### src/hdl/urc_pkg.sv
// ----------------------------------------------------------------------------
// urc_pkg
// Types and constants shared by the ultrasonic ranging controller.
// ----------------------------------------------------------------------------
package urc_pkg;

   typedef enum logic [1:0] {
      PHASE_IDLE = 2'd0,
      PHASE_TRIG = 2'd1,
      PHASE_ECHO = 2'd2
   } phase_type;

   // Event codes on the request channel.
   localparam logic [1:0] OP_TICK  = 2'd0;
   localparam logic [1:0] OP_START = 2'd1;
   localparam logic [1:0] OP_EDGE  = 2'd2;

   // Configuration register indexes.
   localparam logic [1:0] CSR_ECHO_TIMEOUT = 2'd0;
   localparam logic [1:0] CSR_WATCHDOG     = 2'd1;
   localparam logic [1:0] CSR_ACCEPT_LIMIT = 2'd2;

   localparam logic [11:0] ECHO_TIMEOUT_RESET = 12'd3900;
   localparam logic [15:0] WATCHDOG_RESET     = 16'd50000;
   localparam logic [7:0]  ACCEPT_LIMIT_RESET = 8'd20;

   // Distance = count * 0.1715 in unsigned Q0.16.
   localparam logic [13:0] DIST_MUL   = 14'd11239;
   localparam int          DIST_SHIFT = 16;

   localparam logic [7:0] DISP_LOW      = 8'd4;
   localparam logic [4:0] DISP_LOW_OUT  = 5'd3;
   localparam logic [7:0] DISP_HIGH     = 8'd15;
   localparam logic [4:0] DISP_HIGH_OUT = 5'd16;

   typedef struct packed {
      phase_type   phase;
      logic [1:0]  pulse_step;
      logic [12:0] echo_count;
      logic [16:0] watchdog_count;
      logic [7:0]  accepted_distance;
      logic        report_pending;
      logic        trigger_out;
   } state_type;

   localparam state_type STATE_RESET = '{
      phase:             PHASE_IDLE,
      pulse_step:        2'd0,
      echo_count:        13'd0,
      watchdog_count:    17'd0,
      accepted_distance: 8'd0,
      report_pending:    1'b0,
      trigger_out:       1'b0
   };

   typedef struct packed {
      logic [11:0] echo_timeout_ticks;
      logic [15:0] watchdog_ticks;
      logic [7:0]  distance_accept_limit;
   } cfg_type;

   typedef struct packed {
      logic       trigger_level;
      logic       distance_done;
      logic [7:0] distance_value;
      logic [4:0] display_value;
      logic [1:0] phase_now;
   } result_type;

endpackage

### src/hdl/urc_step.sv
// ----------------------------------------------------------------------------
// urc_step
// Next-state and result logic for one event of the ranging controller.
// ----------------------------------------------------------------------------
module urc_step (
   input  urc_pkg::state_type  cur_state,
   input  urc_pkg::cfg_type    cfg,
   input  logic [1:0]          opcode,
   input  logic                echo_level,
   output urc_pkg::state_type  nxt_state,
   output urc_pkg::result_type result
);

   logic [12:0] count_inc;
   logic [12:0] finish_count;
   logic [26:0] product;
   logic [10:0] distance;
   logic        distance_ok;
   logic [16:0] watchdog_base;
   logic        done;

   assign count_inc = cur_state.echo_count + 13'd1;
   // A falling edge ends on the current count, a timeout on the incremented one.
   assign finish_count = (opcode == urc_pkg::OP_EDGE) ? cur_state.echo_count : count_inc;
   assign product = 27'(finish_count) * 27'(urc_pkg::DIST_MUL);
   assign distance = product[urc_pkg::DIST_SHIFT +: 11];
   assign distance_ok = distance < {3'b000, cfg.distance_accept_limit};

   always_comb begin
      nxt_state = cur_state;
      done = 1'b0;
      watchdog_base = cur_state.watchdog_count;
      unique case (opcode)
         urc_pkg::OP_TICK: begin
            done = cur_state.report_pending;
            nxt_state.report_pending = 1'b0;
            if (cur_state.phase == urc_pkg::PHASE_TRIG) begin
               unique case (cur_state.pulse_step)
                  2'd0: nxt_state.pulse_step = 2'd1;
                  2'd1: begin
                     nxt_state.trigger_out = 1'b1;
                     nxt_state.pulse_step = 2'd2;
                  end
                  2'd2: begin
                     nxt_state.trigger_out = 1'b0;
                     nxt_state.pulse_step = 2'd3;
                  end
                  2'd3: ;
               endcase
            end else if (cur_state.phase == urc_pkg::PHASE_ECHO) begin
               nxt_state.echo_count = count_inc;
               if (count_inc > {1'b0, cfg.echo_timeout_ticks}) begin
                  if (distance_ok) begin
                     nxt_state.accepted_distance = distance[7:0];
                  end
                  watchdog_base = 17'd0;
                  nxt_state.report_pending = 1'b1;
                  nxt_state.phase = urc_pkg::PHASE_IDLE;
               end
            end
            // The timeout path clears the watchdog and then still counts this tick.
            if (cur_state.phase != urc_pkg::PHASE_IDLE) begin
               nxt_state.watchdog_count = watchdog_base + 17'd1;
            end
            if (nxt_state.watchdog_count > {1'b0, cfg.watchdog_ticks}) begin
               nxt_state.watchdog_count = 17'd0;
               nxt_state.phase = urc_pkg::PHASE_IDLE;
            end
         end
         urc_pkg::OP_START: begin
            if (cur_state.phase == urc_pkg::PHASE_IDLE) begin
               nxt_state.pulse_step = 2'd0;
               nxt_state.phase = urc_pkg::PHASE_TRIG;
            end
         end
         urc_pkg::OP_EDGE: begin
            if (cur_state.phase == urc_pkg::PHASE_TRIG && echo_level) begin
               nxt_state.echo_count = 13'd0;
               nxt_state.phase = urc_pkg::PHASE_ECHO;
            end else if (cur_state.phase == urc_pkg::PHASE_ECHO && !echo_level) begin
               if (distance_ok) begin
                  nxt_state.accepted_distance = distance[7:0];
               end
               nxt_state.watchdog_count = 17'd0;
               nxt_state.report_pending = 1'b1;
               nxt_state.phase = urc_pkg::PHASE_IDLE;
            end
         end
         default: ;
      endcase
   end

   always_comb begin
      result.trigger_level = nxt_state.trigger_out;
      result.distance_done = done;
      result.distance_value = nxt_state.accepted_distance;
      result.phase_now = nxt_state.phase;
      priority if (nxt_state.accepted_distance < urc_pkg::DISP_LOW) begin
         result.display_value = urc_pkg::DISP_LOW_OUT;
      end else if (nxt_state.accepted_distance > urc_pkg::DISP_HIGH) begin
         result.display_value = urc_pkg::DISP_HIGH_OUT;
      end else begin
         result.display_value = nxt_state.accepted_distance[4:0];
      end
   end

endmodule

### src/hdl/ultrasonic_ranging_controller.sv
// ----------------------------------------------------------------------------
// Ultrasonic ranging controller
// Trigger/echo sensor sequencer with tick-based echo timing and distance latch.
// ----------------------------------------------------------------------------
//  Channel  Direction  Contents
//  req_     in         tdata: opcode [1:0], echo_level [2]
//  rsp_     out        tdata: trigger, done, distance, display, phase
//  csr_     in         write enable, register index, write data
//
//  The state registers update at each transfer and the result is registered,
//  so one event is taken every clock while req_tready is high. The path is set
//  by the 13 x 14 bit distance multiplier feeding the accept compare. A two-entry
//  output stage (result register plus skid) lowers req_tready only while the skid
//  is full. Reset is synchronous; it clears the state and valids, loads CSR defaults.
// ----------------------------------------------------------------------------
module ultrasonic_ranging_controller (
   input  logic        clock,
   input  logic        reset,
   input  logic        req_tvalid,
   output logic        req_tready,
   input  logic [7:0]  req_tdata,   // [1:0] opcode, [2] echo_level, [7:3] zero
   output logic        rsp_tvalid,
   input  logic        rsp_tready,
   output logic [23:0] rsp_tdata,   // [0] trigger_level, [1] distance_done,
                                    // [9:2] distance_value, [14:10] display_value,
                                    // [16:15] phase_now, [23:17] zero
   input  logic        csr_we,
   input  logic [1:0]  csr_index,
   input  logic [15:0] csr_wdata
);

   urc_pkg::state_type  state_ff;
   urc_pkg::state_type  state_in;
   urc_pkg::cfg_type    cfg_ff;
   urc_pkg::result_type step_result;
   urc_pkg::result_type out_ff, out_in;
   urc_pkg::result_type skid_ff, skid_in;
   logic                out_vld_ff, out_vld_in;
   logic                skid_vld_ff, skid_vld_in;
   logic                req_fire;
   logic                rsp_pop;

   urc_step u_step (
      .cur_state  (state_ff),
      .cfg        (cfg_ff),
      .opcode     (req_tdata[1:0]),
      .echo_level (req_tdata[2]),
      .nxt_state  (state_in),
      .result     (step_result)
   );

   assign req_tready = !skid_vld_ff;
   assign req_fire = req_tvalid && req_tready;
   assign rsp_pop = out_vld_ff && rsp_tready;

   always_ff @(posedge clock) begin
      if (reset) begin
         cfg_ff.echo_timeout_ticks <= urc_pkg::ECHO_TIMEOUT_RESET;
         cfg_ff.watchdog_ticks <= urc_pkg::WATCHDOG_RESET;
         cfg_ff.distance_accept_limit <= urc_pkg::ACCEPT_LIMIT_RESET;
      end else if (csr_we) begin
         unique case (csr_index)
            urc_pkg::CSR_ECHO_TIMEOUT: cfg_ff.echo_timeout_ticks <= csr_wdata[11:0];
            urc_pkg::CSR_WATCHDOG:     cfg_ff.watchdog_ticks <= csr_wdata;
            urc_pkg::CSR_ACCEPT_LIMIT: cfg_ff.distance_accept_limit <= csr_wdata[7:0];
            default: ;
         endcase
      end
   end

   always_ff @(posedge clock) begin
      if (reset) begin
         state_ff <= urc_pkg::STATE_RESET;
      end else if (req_fire) begin
         state_ff <= state_in;
      end
   end

   // A new result goes to the skid only when the result register is held.
   always_comb begin
      out_in = out_ff;
      skid_in = skid_ff;
      out_vld_in = out_vld_ff;
      skid_vld_in = skid_vld_ff;
      if (skid_vld_ff) begin
         if (rsp_pop) begin
            out_in = skid_ff;
            skid_vld_in = 1'b0;
         end
      end else if (req_fire) begin
         if (!out_vld_ff || rsp_pop) begin
            out_in = step_result;
            out_vld_in = 1'b1;
         end else begin
            skid_in = step_result;
            skid_vld_in = 1'b1;
         end
      end else if (rsp_pop) begin
         out_vld_in = 1'b0;
      end
   end

   always_ff @(posedge clock) begin
      if (reset) begin
         out_vld_ff <= 1'b0;
         skid_vld_ff <= 1'b0;
      end else begin
         out_vld_ff <= out_vld_in;
         skid_vld_ff <= skid_vld_in;
      end
   end

   always_ff @(posedge clock) begin
      out_ff <= out_in;
      skid_ff <= skid_in;
   end

   assign rsp_tvalid = out_vld_ff;
   assign rsp_tdata = {7'd0, out_ff.phase_now, out_ff.display_value,
                       out_ff.distance_value, out_ff.distance_done, out_ff.trigger_level};

endmodule

### config.mk
export PLATFORM = sky130hd
export DESIGN_NAME = ultrasonic_ranging_controller
export DESIGN_NICKNAME = d
export VERILOG_FILES = /design/src/hdl/urc_pkg.sv /design/src/hdl/urc_step.sv /design/src/hdl/ultrasonic_ranging_controller.sv
export SDC_FILE = /design/constraint.sdc
export NUM_CORES = 1
export LEC_CHECK = 0
export BUFFER_PORTS_ARGS = -buffer_cell sky130_fd_sc_hd__buf_4
export CORE_MARGIN = 5
export CORE_UTILIZATION = 45
export CTS_BUF_LIST = sky130_fd_sc_hd__clkbuf_4 sky130_fd_sc_hd__clkbuf_8
export DETAILED_ROUTE_END_ITERATION = 10
export GPL_TIMING_DRIVEN = 0
export PLACE_DENSITY = 0.72
export RECOVER_POWER = 50
export SYNTH_ARGS = -nofsm -noshare
export SYNTH_HDL_FRONTEND = slang
export SYNTH_HIERARCHICAL = 1
export SYNTH_SLANG_ARGS = --single-unit
### constraint.sdc
create_clock -name clock -period 13.8 [get_ports clock]
set_clock_uncertainty 0.2 [all_clocks]
set_input_delay 3.45 -clock clock [delete_from_list [all_inputs] [get_ports clock]]
set_output_delay 3.45 -clock clock [all_outputs]
set_load 0.01 [all_outputs]
==> summary.md, run 1 <==
| Metric | Value |
|---|---|
| Crit path max fanout | 10 |
| Seq/Total Area, Yosys | 25.2% |
| Placer Congestion | 0.891 |
| GRT overflow | 0 |
| Max Transition Viols Final | 18 |
| Post-Place Setup Slack | 970 ps |
| Largest net degree at the start of global routing | 18 |
| Initial Util | 45.4% |
| Crit-path leading delay family | adder cells |
| RSZ-0062 raised after global routing | no |
| Area Overhead vs Synth | 10.1% |
| Setup Buffers After CTS | 0 |
| GRT busiest layer | met2 |
| Nets | 1531 |
| Most used DFF post-synth | dfxtp_1 |
| Leakage power | 0.00545 uW |
| CP arrival | 12450 ps |
| Clock Path Buffers | 2 |
| Worst path buffer plus inverter count | 7 |
| Post-Synthesis Cell Area | 0.0106 sq mm |
| Routed WL | 24.4 mm |
| DRT iter0 DRCs | 513 |
| Setup TNS | 0 ps |
| First-pass DRT Iterations | 8 |
| Vias/cell | 5.28 |
| Post-DP HPWL | 19.5 mm |
| Final Hold Vio Count | 0 |
| Clock Latency Late Sink | 450 ps |
| Hold Path Class | reg -> reg |
| Final Critical Period | 12460 ps |
| Crit Path Category | in -> reg |
| WHS | 254 ps |
| IO buf count | 42 |
| Reg clk slew, reported paths | 80 ps |
| Peak VDD IR | 0.0576 mV |
| Vias in the first global route | 8463 |
| Power per Cell Area | 67.4 mW/mm^2 |
| Routed len/inst | 14.9 microns |
| Crit path top cell by count | fa_1 |
| H-tree levels | 4 |
| F_max | 0.0802 GHz |
| Synth Area per Inst | 8.51 sq um |
| FP Rows | 56 |
| Least-Margin Pin Slew | 1560 ps |
| Total power | 783 uW |
| CTS tree | built |
| Failing checks | max-capacitance violations, max-slew violations |
| Yosys warns | 6 |
| Met2 global-route usage | 31.4% |
| Top area cells in the synthesized netlist | dfxtp_1, ha_1, fa_1, edfxtp_1, inv_1 |
| Slowest CP cell | xnor2_1 |
| Dominant cell type by area after synthesis | dfxtp_1 |
| # setup viols final | 0 |
| CTS resizes | 0 |
| Antenna cells | 0 |
| Worst hold start | state_ff[36] |
| FF-to-FF path depth | 34 |
| DRC errors left | 0 |
| Area of the core | 0.0233 sq mm |
| Initial antenna violation count | 1 |
| Post-route ant nets | 0 |
| Post-Layout Cell Count | 1640 |
| Root buffer cell | clkbuf_8 |
| Async set-reset flop share out of synthesis | 0% |
| Die height | 163 microns |
| Layout cell share with drive strength beyond 1 | 10.5% |
| Relative slew slack | -3.68% |
| Worst path depth | 30 |
| Crit share post-route | 90.3% |
| Vias | 8666 |
| Overall Global Routing Usage | 18.7% |
| Crit. End Element | flip-flop |
| Final WS setup | 1340 ps |
| Critical Path RT | 13790 ps |
| R2r startpoint | state_ff[27] |
| First-pass GRT wire length | 40.8 mm |
| Max incr delay on CP | 910 ps |
| Count leader, synth | inv_1 |
| Post-Syn Instances | 1241 |
| GRT met1 Usage | 24.9% |
| CP Launch Type | input pin |
| Total CTS buffers | 17 |
| Status | finished, violations left |
| Critical Path Start | req_tdata[0] |
| Post-synth top area share | 15.5% |
| Max-Cap Viols | 1 |
| Sink Count | 116 |
| Post-synth EDFFs | 34 |
| Area of the die | 0.0266 sq mm |
| Synth cell count leaders | inv_1, nand2_1, ha_1 |
| Placed Instances | 1608 |
| Die width | 163 microns |
| Hold-fix buffers at CTS | 0 |
| I/O pin cnt | 57 |
| Hold path cells | 2 |
| Yosys reg bits | 116 |
| GR Util met3 | 3.56% |
| Synth unique cells | 77 |
## placed cells by master, fill, tap and decap left out, types with 7 or more instances in the layout
cell type,count
a211oi_1,7
a21o_1,12
a21oi_1,110
a22o_1,21
a31oi_1,7
and3_1,7
buf_2,16
buf_4,44
clkbuf_1,51
clkbuf_8,18
conb_1,7
dfxtp_1,82
edfxtp_1,34
fa_1,64
ha_1,128
inv_1,180
mux2_2,24
nand2_1,174
nand3_1,19
nand4_1,14
nor2_1,64
nor2b_1,8
nor3_1,26
nor4_1,7
o21ai_0,42
xnor2_1,27
xor2_1,20
## final timing paths
check                 endpoint  slack, ps
hold reg to reg   state_ff[36]        250
setup reg to reg  rsp_tdata[9]       3510
hold / removal    state_ff[36]        250
setup / recovery  rsp_tdata[9]       1340
## layer usage
metal  wire length [microns]  part of all wire, %  up-vias
met2                   11600                   48      226
met3                    1180                  4.8       41
met4                     451                  1.8        2
li1                        -                    -     4274
met1                   11200                   46     4123
met5                      13                0.053        -
## per-stage QoR
step,utilization (%),instance area (sq um)
after floorplan,-,10600
after global placement,48.6,11300
after detailed placement,48.6,11300
after CTS,50.5,11700
after global routing,50.0,11600
final,50.0,11600
## layout make-up
cell class                 count  area (sq um)
fill                        2244         11600
buffer                        73           399
tap                          319           399
multi-input combinational    877          6810
timing repair buffer          42           236
clock inverter                10           156
sequential                   116          2660
clock buffer                  22           278
inverter                     181           679
## registers in the layout, summed over array words and instances, names as in the netlist
| register | flops |
|---|---|
| cfg_ff | 36 |
| rsp_tvalid | 1 |
| skid_ff | 17 |
| state_ff | 44 |
| rsp_tdata | 17 |
| skid_vld_ff | 1 |
## where the power goes
| part | total, uW | leakage, uW | internal, uW | switching (uW) |
|---|---|---|---|---|
| registers | 364 | 0.000982 | 360 | 4.14 |
| clock network | 348 | 0.000224 | 208 | 139 |
| logic | 71.8 | 0.00425 | 24.7 | 47.0 |
| total | 783 | 0.00545 | 593 | 190 |
## tightest hold or removal path, cell delays in order (launching register included)
cell	delay (ps)
dfxtp_1	310
nand2_1	50
a21oi_1	50
## kinds of logic (layout without fill, tap and decap cells)
group	count (synthesis)	count (layout)	share of synthesized area (%)
xor+xnor	47	47	3.90
buf+inv	254	328	10.4
flops	116	116	25.2
compound gates	241	241	14.1
mux	32	32	3.38
simple gates	358	358	15.6
fa+ha+maj	192	192	27.3
other cells	1	7	0.0355
Note: power is estimated with default switching activity, not from simulation.
==> run 2: changes to the inputs <==
--- a/config.mk
+++ b/config.mk
@@ -5,10 +5,11 @@
 export SDC_FILE = /design/constraint.sdc
 export NUM_CORES = 1
 export LEC_CHECK = 0
-export BUFFER_PORTS_ARGS = -buffer_cell sky130_fd_sc_hd__buf_4
+export BUFFER_PORTS_ARGS = -buffer_cell sky130_fd_sc_hd__buf_2
 export CORE_MARGIN = 5
 export CORE_UTILIZATION = 45
 export CTS_BUF_LIST = sky130_fd_sc_hd__clkbuf_4 sky130_fd_sc_hd__clkbuf_8
+export CTS_CLUSTER_SIZE = 14
 export DETAILED_ROUTE_END_ITERATION = 10
 export GPL_TIMING_DRIVEN = 0
 export PLACE_DENSITY = 0.72
==> summary.md, run 2 (synthesis gave the netlist of run 1 again) <==
| Metric | Value |
|---|---|
| Multi-input combinational cell area | 0.00681 sq mm (unchanged) |
| Highest-count cells in the layout ignoring fill and taps | inv_1, nand2_1, ha_1 |
| Met2 global-route usage | 31.0% (-0.32 points) |
| Die height | 163 microns (unchanged) |
| Hold-fix buffers at CTS | 0 (unchanged) |
| GRT met1 Usage | 24.8% (-0.032 points) |
| Internal Pwr Total | 578 uW (-2.5%) |
| DRC errors left | 0 (unchanged) |
| Status | finished, violations left |
| Fin util | 49.7% (-0.30 points) |
| Clock power share | 43.5% (-0.9 points) |
| Initial antenna violation count | 1 (unchanged) |
| CTS resizes | 0 (unchanged) |
| CP Launch Type | input pin |
| Routed WL | 24.4 mm (-0.23%) |
| GRT busiest layer | met2 |
| Vias in the first global route | 8500 (+0.44%) |
| Setup TNS | 0 ps (unchanged) |
| GR Util met3 | 3.20% (-0.35 points) |
| Sink Count | 116 (unchanged) |
| Layout cell share with drive strength beyond 1 | 10.4% (-0.14 points) |
| Slack of the worst reg-to-reg path | 3590 ps (+80 ps) |
| Max incr delay on CP | 750 ps (-160 ps) |
| WHS | 251 ps (-2.88 ps) |
| FF-to-FF path depth | 35 (+2.9%) |
| Clock Latency Late Sink | 440 ps (about the same) |
| Hold path cells | 2 (unchanged) |
| IO buf count | 42 (unchanged) |
| Biggest regs | state_ff (44), cfg_ff (36) |
| Die width | 163 microns (unchanged) |
| Crit path max fanout | 10 (unchanged) |
| Critical Path RT | 13790 ps (about the same) |
| F_max | 0.0817 GHz (+1.8%) |
| Total power | 768 uW (-2.0%) |
| Leakage power | 0.00542 uW (-0.55%) |
| Max-Cap Viols | 1 (unchanged) |
| Least-Margin Pin Slew | 1600 ps (+42.1 ps) |
| Hold Path Class | reg -> reg |
| Area of the core | 0.0233 sq mm (unchanged) |
| Overall Global Routing Usage | 18.7% (-0.064 points) |
| Area of the die | 0.0266 sq mm (unchanged) |
| Fillers | 2240 (-0.18%) |
| RSZ-0062 raised after global routing | no |
| Crit share post-route | 88.7% (-1.6 points) |
| Vias/cell | 5.22 (-1.2%) |
| Failing checks | max-capacitance violations, max-slew violations |
| Reg clk slew, reported paths | 70 ps (about the same) |
| Clock Path Buffers | 2 (unchanged) |
| # setup viols final | 0 (unchanged) |
| Area Overhead vs Synth | 9.39% |
| Largest Register | state_ff |
| Placer Congestion | 0.877 (-1.6%) |
| Nets | 1531 (unchanged) |
| R2r startpoint | state_ff[27] |
| Psw | 189 uW (-0.45%) |
| Crit. End Element | flip-flop |
| Net Sw Frac | 24.7% (+0.39 points) |
| Slowest CP cell | xnor2_1 |
| Register area | 0.00266 sq mm (unchanged) |
| Peak VDD IR | 0.0583 mV (+1.1%) |
| FP Rows | 56 (unchanged) |
| Crit Path Category | in -> reg |
| Logic pwr share | 9.1% (about the same) |
| Setup Buffers After CTS | 0 (unchanged) |
| Power per Cell Area | 66.4 mW/mm^2 (-1.4%) |
| Max reg flops | 44 (unchanged) |
| Worst hold start | state_ff[36] |
| Antenna cells | 0 (unchanged) |
| CP arrival | 12220 ps (-230 ps) |
| Initial Util | 45.4% (unchanged) |
| Root buffer cell | clkbuf_8 |
| Crit Reg-Reg Endpoint | rsp_tdata[8] |
| First-pass GRT wire length | 40.7 mm (-0.22%) |
| Post-DP HPWL | 19.6 mm (+0.12%) |
| CTS tree | built |
| Commonest non-fill, non-tap cell in the layout | inv_1 |
| Max Transition Viols Final | 18 (unchanged) |
| Vias | 8553 (-1.3%) |
| Hold Path Sink | state_ff[36] |
| GRT overflow | 0 (unchanged) |
| I/O pin cnt | 57 (unchanged) |
| Routed len/inst | 14.9 microns (-0.16%) |
| Relative slew slack | -6.49% (-2.8 points) |
| Final Hold Vio Count | 0 (unchanged) |
| Total CTS buffers | 17 (unchanged) |
| DRT iter0 DRCs | 461 (-10%) |
| H-tree levels | 4 (unchanged) |
| First-pass DRT Iterations | 5 (-3) |
| Post-route ant nets | 0 (unchanged) |
| Crit path top cell by count | fa_1 |
| Largest net degree at the start of global routing | 18 (unchanged) |
| Final Critical Period | 12240 ps (-226 ps) |
| Reg power frac | 47.4% (+0.9 points) |
-- run 2: cell count changes in the layout (fill, tap and decap cells not counted) --
| cell | before | now |
|---|---|---|
| buf_4 | 44 | 23 |
| clkbuf_1 | 51 | 52 |
| clkbuf_4 | 5 | 3 |
| clkinv_2 | 4 | 3 |
| buf_2 | 16 | 36 |
| clkbuf_8 | 18 | 20 |
| inv_4 | 0 | 1 |
| bufinv_16 | 4 | 3 |
-- run 2: critical path: cells and delay by family --
family / cells / cell delay, ps
adders and majority gates: 7 / 3180
AOI/OAI and AO/OA: 6 / 1560
buffers and inverters: 7 / 1240
xor gates and xnor gates: 2 / 1120
and+or+nand+nor: 6 / 1050
muxes: 2 / 620
-- run 2: power by group through the flow --
stage | Clock, uW | Combinational, uW | Sequential, uW
after floorplan | 0 | 45.0 | 372
after global placement | 0 | 70.2 | 371
after detailed placement | 0 | 71.3 | 371
after CTS | 340 | 71.8 | 364
after global routing | 358 | 77.5 | 364
final | 334 | 69.7 | 364
-- run 2: per-stage QoR --
stage | area [sq um] | setup slack [ps] | instances
after floorplan | 10600 | 2350 | 1247
final | 11600 | 1560 | 1639
after global placement | 11200 | 1270 | 1608
after detailed placement | 11200 | 1170 | 1608
after global routing | 11600 | 1050 | 1639
after CTS | 11600 | 1620 | 1639
-- run 2: worst max path at each step --
stage,slack (ps),end,depth (start not counted),start
after global placement,1270,rsp_tdata[9],30,req_tdata[0]
after detailed placement,1170,rsp_tdata[9],30,req_tdata[0]
after CTS,1620,rsp_tdata[8],30,req_tdata[0]
final,1560,rsp_tdata[8],30,req_tdata[0]
after floorplan,2350,rsp_tdata[12],31,req_tdata[0]
after global routing,1050,rsp_tdata[7],31,req_tdata[0]
-- run 2: layout make-up --
cell class              count  share of cell area, %
flip-flops and latches    116                   23.0
inverters                 181                   5.88
repair buffers             42                   1.58
clock inverters             9                   1.10
multi-input cells         877                   59.0
plain buffers              73                   3.45
well taps                 319                   3.45
clock buffers              22                   2.51
-- run 2: layer usage --
layer / share of wire (%) / vias up / routed length, microns
met2: 47 / 211 / 11400
met1: 46 / 4038 / 11300
met3: 4.6 / 40 / 1110
met5: 0.066 / - / 16
li1: - / 4262 / -
met4: 2.1 / 2 / 501
==> run 3: changes to the inputs <==
--- a/config.mk
+++ b/config.mk
@@ -14,6 +14,7 @@
 export GPL_TIMING_DRIVEN = 0
 export PLACE_DENSITY = 0.72
 export RECOVER_POWER = 50
+export REMOVE_ABC_BUFFERS = 1
 export SYNTH_ARGS = -nofsm -noshare
 export SYNTH_HDL_FRONTEND = slang
 export SYNTH_HIERARCHICAL = 1
==> summary.md, run 3 (synthesis gave the netlist of run 1 again) <==
| Metric | Value |
|---|---|
| Status | finished, violations left |
| Failing checks | max-capacitance violations, max-slew violations |
| Leakage power | 0.00523 uW (-3.7%) |
| Placer Congestion | 0.871 (-0.71%) |
| Largest Register | state_ff |
| CTS resizes | 0 (unchanged) |
| Final Hold Vio Count | 0 (unchanged) |
| # setup viols final | 0 (unchanged) |
| Reg power frac | 46.1% (-1.3 points) |
| Vias/cell | 5.28 (+1.1%) |
| Psw | 197 uW (+4.1%) |
| Area Overhead vs Synth | 6.76% |
| CTS tree | built |
| Highest-count cells in the layout ignoring fill and taps | inv_1, nand2_1, ha_1 |
| Post-Layout Cell Count | 1573 (-4.0%) |
| Die height | 163 microns (unchanged) |
| Commonest non-fill, non-tap cell in the layout | inv_1 |
| Internal Pwr Total | 594 uW (+2.8%) |
| Post-route ant nets | 0 (unchanged) |
| CP arrival | 12830 ps (+610 ps) |
| Crit path max fanout | 11 (+1) |
| DRT iter0 DRCs | 553 (+20%) |
| F_max | 0.0779 GHz (-4.7%) |
| GRT overflow | 0 (unchanged) |
| Max Transition Viols Final | 93 (+75) |
| CP Launch Type | input pin |
| Initial antenna violation count | 2 (+1) |
| Area of the die | 0.0266 sq mm (unchanged) |
| Overall Global Routing Usage | 18.0% (-0.66 points) |
| Relative slew slack | -100% (-94 points) |
| Peak VDD IR | 0.0656 mV (+13%) |
| Slowest CP cell | xor2_1 |
| Antenna cells | 0 (unchanged) |
| Routed WL | 23.4 mm (-4.0%) |
| Area of the core | 0.0233 sq mm (unchanged) |
| Clock Path Buffers | 2 (unchanged) |
| Logic pwr share | 8.0% (-1.1 points) |
| Net Sw Frac | 24.9% (+0.22 points) |
| FP Rows | 56 (unchanged) |
| Crit share post-route | 93.1% (+4.4 points) |
| Hold Path Class | reg -> reg |
| R2r startpoint | state_ff[27] |
| Hold-fix buffers at CTS | 0 (unchanged) |
| Sink Count | 116 (unchanged) |
| Routed len/inst | 14.9 microns (about the same) |
| Least-Margin Pin Slew | 3000 ps (+1400 ps) |
| Layout cell share with drive strength beyond 1 | 8.21% (-2.2 points) |
| Max reg flops | 44 (unchanged) |
| Worst hold start | cfg_ff[13] |
| Reg clk slew, reported paths | 70 ps (about the same) |
| Fillers | 2235 (-0.22%) |
| Crit path top cell by count | fa_1 |
| Setup TNS | 0 ps (unchanged) |
| H-tree levels | 4 (unchanged) |
| RSZ-0062 raised after global routing | no |
| Critical Path Start | req_tdata[1] |
| Root buffer cell | clkbuf_8 |
| Max-Cap Viols | 2 (+1) |
| Vias in the first global route | 8037 (-5.4%) |
| Initial Util | 45.4% (unchanged) |
| Max incr delay on CP | 760 ps (about the same) |
| Multi-input combinational cell area | 0.00682 sq mm (+0.13%) |
| Largest net degree at the start of global routing | 70 (+52) |
| Nets | 1464 (-4.4%) |
| Clock Latency Late Sink | 450 ps (about the same) |
| Crit Path Category | in -> reg |
| Register area | 0.00266 sq mm (unchanged) |
| Biggest regs | state_ff (44), cfg_ff (36) |
| Power per Cell Area | 70.2 mW/mm^2 (+5.7%) |
| Placed Instances | 1541 (-4.2%) |
| Total CTS buffers | 17 (unchanged) |
| IO buf count | 44 (+4.8%) |
| Crit. End Element | flip-flop |
| Setup Buffers After CTS | 0 (unchanged) |
| Post-DP HPWL | 17.9 mm (-8.8%) |
| Critical Path RT | 13790 ps (about the same) |
| Final Critical Period | 12840 ps (+605 ps) |
| First-pass GRT wire length | 39.3 mm (-3.4%) |
| Die width | 163 microns (unchanged) |
| Clock power share | 45.9% (+2.4 points) |
| Vias | 8302 (-2.9%) |
| I/O pin cnt | 57 (unchanged) |
| First-pass DRT Iterations | 6 (+1) |
| DRC errors left | 0 (unchanged) |
## run 3: changes by cell type in the layout (fill, tap and decap cells not counted), moves of 2 or more
cell      before  now
clkinv_2       3    1
clkbuf_4       3    1
buf_2         36   22
buf_6          2    0
buf_16         0    2
clkbuf_1      52   23
buf_4         23    1
## run 3: layer usage
layer	vias up	GRT usage, %	share of wire, %
met2	196	29.9	47
met5	-	0	0.11
met1	3931	24.4	46
li1	4138	-	-
met4	4	4.12	1.4
met3	33	3.63	5.1
## run 3: layout make-up
| type | count | share of cell area [%] |
|---|---|---|
| clock buffers | 21 | 2.51 |
| clock inverters | 11 | 1.52 |
| inverters | 181 | 6.02 |
| multi-input cells | 877 | 60.5 |
| flip-flops and latches | 116 | 23.6 |
| well taps | 319 | 3.54 |
| repair buffers | 48 | 2.30 |
## run 3: stage by stage
step	setup WS (ps)	instance area [sq um]	util [%]	power (uW)	hold slack [ps]
floorplan	2230	10200	-	407	227
global placement	827	10800	46.3	432	241
detailed placement	815	10900	46.8	438	248
CTS	1230	11300	48.8	801	258
global route	421	11300	48.5	822	287
finish	959	11300	48.5	792	257
## run 3: critical path: cells and delay by family
kind                     cells  cell delay [ps]
AO/OA/AOI/OAI                6             1630
XOR/XNOR                     2             1060
adder cells (fa/ha/maj)      7             3210
AND/OR/NAND/NOR              7             2140
buffers and inverters        5              580
multiplexers                 2              730
## run 3: final timing paths
kind	end	slack (ps)	cells past startpoint
setup reg to reg	rsp_tdata[13]	3330	33
hold / removal	cfg_ff[13]	260	2
setup / recovery	rsp_tdata[13]	960	29
hold reg to reg	cfg_ff[13]	260	2
## run 3: power groups by stage
stage | registers [uW] | clock network [uW] | logic (uW)
floorplan | 373 | 0 | 33.6
global placement | 372 | 0 | 60.1
detailed placement | 373 | 0 | 65.6
CTS | 365 | 370 | 65.8
global route | 366 | 385 | 71.0
finish | 365 | 363 | 63.3
